$ cat config.mk
export PLATFORM = sky130hd
export DESIGN_NAME = drct_ctrl
export DESIGN_NICKNAME = d
export VERILOG_FILES = /design/src/rtl/core/drct_pkg.sv /design/src/rtl/core/drct_ctrl.sv
export SDC_FILE = /design/constraint.sdc
export NUM_CORES = 1
export LEC_CHECK = 0
export BUFFER_PORTS_ARGS = -buffer_cell sky130_fd_sc_hd__buf_2
export CAP_MARGIN = 30
export CORE_AREA = 2 2 39 41
export DETAILED_ROUTE_END_ITERATION = 6
export DIE_AREA = 0 0 41 43
export GPL_TIMING_DRIVEN = 0
export HOLD_SLACK_MARGIN = 0.06
export SKIP_LAST_GASP = 1
export SYNTH_ARGS = -nofsm -noshare
export SYNTH_HDL_FRONTEND = slang
export SYNTH_SLANG_ARGS = --single-unit
$ cat constraint.sdc
create_clock -name aclk -period 3.1 [get_ports aclk]
set_input_delay 0.31 -clock aclk [delete_from_list [all_inputs] [get_ports aclk]]
set_output_delay 0.31 -clock aclk [all_outputs]
set_load 0.05 [all_outputs]
$ cat src/rtl/core/drct_pkg.sv
package drct_pkg;

    localparam int RING_DEPTH = 1024;
    localparam int COMPLETION_RESERVE = 64;
    localparam int IDX_W = $clog2(RING_DEPTH);
    localparam int CPL_DEPTH = RING_DEPTH + COMPLETION_RESERVE;
    localparam int CQ_W = $clog2(CPL_DEPTH + 1);
    localparam int PEND_W = 12;
    localparam logic [22:0] MAX_COPY = 23'd4194304;

    localparam logic [1:0] OP_SUBMIT = 2'd0;
    localparam logic [1:0] OP_ENTRY = 2'd1;
    localparam logic [1:0] OP_POLL = 2'd2;
    localparam logic [1:0] OP_RESERVED = 2'd3;

    localparam logic [1:0] KIND_TAIL = 2'd0;
    localparam logic [1:0] KIND_FULL = 2'd1;
    localparam logic [1:0] KIND_HEAD = 2'd2;
    localparam logic [1:0] KIND_REPORT = 2'd3;

    typedef struct packed {
        logic [1:0]  op;
        logic [22:0] copy_length;
        logic [63:0] source_address;
        logic [63:0] destination_address;
        logic        entry_valid;
        logic [15:0] entry_ring_index;
        logic [15:0] entry_status;
    } in_word_t;

    typedef struct packed {
        logic [1:0]  result_kind;
        logic [9:0]  slot_index;
        logic [10:0] doorbell_value;
        logic [9:0]  completed_count;
        logic        stopped_on_error;
        logic        batch_discarded;
        logic [22:0] descriptor_length;
        logic [63:0] descriptor_source;
        logic [63:0] descriptor_destination;
        logic        last;
    } out_word_t;

    // controller to datapath
    typedef struct packed {
        logic load;
        logic exec;
        logic scan_start;
        logic scan_step;
        logic scan_done;
        logic emit_head;
    } dp_cmd_t;

    // datapath to controller
    typedef struct packed {
        logic is_poll_commit;
        logic need_head;
        logic scan_more;
        logic clr_done;
    } dp_stat_t;

endpackage

$ cat src/rtl/core/drct_ctrl.sv
module drct_ctrl (
    input  logic               aclk,
    input  logic               aresetn,
    input  logic               s_valid,
    output logic               s_ready,
    input  logic               res_busy,
    input  drct_pkg::dp_stat_t stat,
    output drct_pkg::dp_cmd_t  cmd
);

    typedef enum logic [2:0] {
        ST_CLEAR,
        ST_IDLE,
        ST_EXEC,
        ST_HEAD,
        ST_SCAN0,
        ST_SCAN,
        ST_DONE
    } state_t;

    state_t state_reg, state_next;

    assign s_ready = (state_reg == ST_IDLE) && !res_busy;

    always_comb begin
        cmd = '0;
        state_next = state_reg;
        unique case (state_reg)
            ST_CLEAR: begin
                if (stat.clr_done) begin
                    state_next = ST_IDLE;
                end
            end
            ST_IDLE: begin
                if (s_valid && s_ready) begin
                    cmd.load = 1'b1;
                    state_next = ST_EXEC;
                end
            end
            ST_EXEC: begin
                cmd.exec = 1'b1;
                state_next = stat.is_poll_commit ? ST_HEAD : ST_IDLE;
            end
            ST_HEAD: begin
                if (!res_busy) begin
                    cmd.emit_head = stat.need_head;
                    cmd.scan_start = 1'b1;
                    state_next = ST_SCAN0;
                end
            end
            ST_SCAN0: begin
                state_next = ST_SCAN;
            end
            ST_SCAN: begin
                if (stat.scan_more) begin
                    cmd.scan_step = 1'b1;
                    state_next = ST_SCAN0;
                end else begin
                    state_next = ST_DONE;
                end
            end
            ST_DONE: begin
                if (!res_busy) begin
                    cmd.scan_done = 1'b1;
                    state_next = ST_IDLE;
                end
            end
            default: state_next = ST_IDLE;
        endcase
    end

    always_ff @(posedge aclk) begin
        if (!aresetn) begin
            state_reg <= ST_CLEAR;
        end else begin
            state_reg <= state_next;
        end
    end

endmodule

Word-level counts from Yosys, hierarchy flattened
Index checks and enable logic that the tools add are counted.
{ "totals": {"reg_bits": 3} }
{ "op_classes": {"eq_ne": 10, "n_mux": 17, "reduce_logical": 5} }
{ "op_table": {"columns": ["operator", "n"], "rows": [
  ["$pmux 3 s7", 1],
  ["$mux 3", 4],
  ["$mux 1", 10],
  ["$eq 3x3->1 const B", 3],
  ["$eq 3x2->1 const B", 2],
  ["$ne 2x2->1 const B", 3],
  ["$mux 2", 2],
  ["$reduce_and 4->1", 1],
  ["$eq 3x1->1 const B", 1],
  ["$logic_not 3->1", 1],
  ["$logic_and 1x1->1", 2],
  ["$ne 2x1->1 const B", 1],
  ["$logic_not 1->1", 1]
]} }

Depth between registers and ports, before layout
{ "depth": {"depth_word": 5, "ltp_mapped": 7, "ltp_nobuf": 6} }

Worst setup path before layout
No wires, ideal clock.
{ "synth_path": {"kind": "register to output", "from": "register state_reg[2]", "to": "output cmd[0] in the netlist's numbering", "arrival_ps": 2308, "path_slack_ps": 482, "path_stages_with_launch": 5, "n_path_buf": 1, "cell_sequence": "dfxtp_1 > buf_6 > nand2b_1 > nor3_1 > and2_1"} }
{ "synth_rtl": {"columns": ["item", "line_no", "source"], "rows": [
  ["from (decl)", "drct_ctrl.sv:21", "state_t state_reg, state_next;"],
  ["from (signal assigned)", "drct_ctrl.sv:76", "state_reg <= state_next;"],
  ["to (decl)", "drct_ctrl.sv:8", "output drct_pkg::dp_cmd_t cmd"]
]} }

==> flow_metrics.tcl <==
set metrics [dict create \
    p_per_area_nw_per_um2 349 \
    place_area_um2 464 \
    wire_per_inst_um 11.2 \
    syn_to_final_growth_pct 31.1 \
    drc 0 \
    setup_viol_count_final 0 \
    hold_class "in -> reg" \
    cp_data_arrival_time_ns 1.56 \
    setup-tns-final_ns 0 \
    ys_warn_count 0 \
    cts_tree "yes" \
    ir_drop_mv 0.144 \
    ant_nets 0 \
    cts_root_buf "clkbuf_4" \
    dpl.hpwl_um 705 \
    avgSynthCellArea_um2 7.96 \
    htreeDepth 1 \
    routed_wl_um 911 \
    hold_violations 0 \
    crit_type "reg -> out" \
    track_usage 0.111 \
    core_um2 1380 \
    syn_area_um2 374 \
    cts_buffers 3 \
    num_rows 14 \
    seq_area_frac_synth 0.161 \
    vias 402 \
    critPathLaunchType "register" \
    postSynthNetCount 56 \
    drv_slew 0 \
    max_freq_mhz 534 \
    final_layout_size_suffix_gt1_frac 0.385 \
    post_cts.repair.setup_buffers 0 \
    post-place-ws_ns 1.43 \
    antenna_found_initial 0 \
    grt_setup_unrepaired "no" \
    grt_pass1_vias 362 \
    ys_types 28 \
    final_cell_area_um2 490 \
    clock_latency_ns 0.23 \
    ys.flop_type "dfxtp_1" \
    ys_seq_elements 3 \
    start_util 0.270 \
    io_buffers 14 \
    vias_per_cell 4.96 \
    antennaDiodeCount 0 \
    post-route-util 0.354 \
    leakage_nw 0.241 \
    max_cap_viol_count 0 \
    timing.final.crit_share 0.605 \
    drt_first_pass_iters 4 \
    fin_worst_skew_ns 0.000454 \
    die_h_um 43 \
    crit_fanout 10 \
    layout_setup_ws_ns 1.23 \
    ctsHoldBuffers 0 \
    period_minus_slack_ns 1.87 \
    grt-ovfl-total 0 \
    drtIter0Drc 5 \
    crit_required_ns 2.79 \
    synth_top_cell_by_area "dfxtp_1" \
    die_w_um 41 \
    grt_max_degree 11 \
    synth_top_cells_by_area "dfxtp_1, buf_6, nor4_4, nor3_1, nand2b_1" \
    worst_pin_slew_ns 0.259 \
    status "finished, final reports clean" \
    grt_pass1_wl_mm 1.37 \
    layout_commonest_cell "buf_2" \
    synthArstFlopShare 0 \
    clock_sinks 3 \
    clock_path_buffers 2 \
    synth_top_area_frac 0.161 \
    finish.net_count 75 \
    synth_edf_count 0 \
    post_cts_resized 0 \
    path_clk_slew_ns 0.04 \
    largest_reg_flops 3 \
    crit_path_end_kind "primary output" \
    dieArea_um2 1760 \
    finalWeightedCongestion 0.711 \
    final_cell_mix "buf_2, inv_1, nor3_1" \
    slew-limit-headroom 0.827 \
    num_io_pins 15 \
    postSynthCellCount 47 \
]
-- critical path: stages (launching register included) --
cell and delay [ns]:
dfxtp_1 0.37, buf_6 0.17, nand2b_1 0.18, nor3_1 0.20
and2_1 0.16, buf_2 0.25
-- metal layers --
layer  share of wire  up-vias  global-route usage
li1                -      208                   -
met1            0.45      185               0.137
met2            0.50        9               0.175
met3           0.054        0              0.0157
met4               0        0              0.0600
met5               0        -                   0
-- where the power goes --
| group | internal (mW) | switching [mW] | total (mW) |
|---|---|---|---|
| Clock | 0.0482 | 0.0190 | 0.0672 |
| Combinational | 0.0241 | 0.0363 | 0.0604 |
| Sequential | 0.0415 | 0.00202 | 0.0435 |
-- layout make-up --
cell class	count	area, um^2
fillers	160	893
clock buffers	4	26.3
repair buffers	14	70.1
plain buffers	3	30.0
multi-input cells	37	269
well taps	16	20.0
flip-flops and latches	3	60.1
inverters	4	15.0
-- logic make-up after synthesis --
logic type,synth area share
AOI/OAI and AO/OA,0.237
adders and majority gates,0.0334
xor gates and xnor gates,0.0234
DFF,0.161
and+or+nand+nor,0.425
buffers and inverters,0.120
-- stage by stage --
stage | power (mW) | hold WS, ns | std cells
after global placement | 0.104 | 0.608 | 77
after global routing | 0.182 | 0.365 | 81
after CTS | 0.177 | 0.354 | 81
after detailed placement | 0.105 | 0.601 | 77
after floorplan | 0.0887 | 0.442 | 47
final | 0.171 | 0.373 | 81
-- final timing paths --
| check | start | endpoint | slack [ns] | cells past startpoint |
|---|---|---|---|---|
| max | state_reg[2] | cmd[0] | 1.23 | 5 |
| min reg2reg | state_reg[1] | state_reg[1] | 0.67 | 3 |
| max reg2reg | state_reg[1] | state_reg[2] | 1.43 | 7 |
| min | aresetn | state_reg[2] | 0.37 | 2 |
-- cells in the mapped netlist (2+ instances only) --
library cell,instances
nor3_1,4
buf_6,2
and2_1,2
nand3_1,2
nor2b_1,2
a31oi_1,2
o21ai_1,2
nand2b_1,3
inv_1,4
dfxtp_1,3
nor2_1,3
a21boi_1,2
Power figures use the tool's default switching activity.
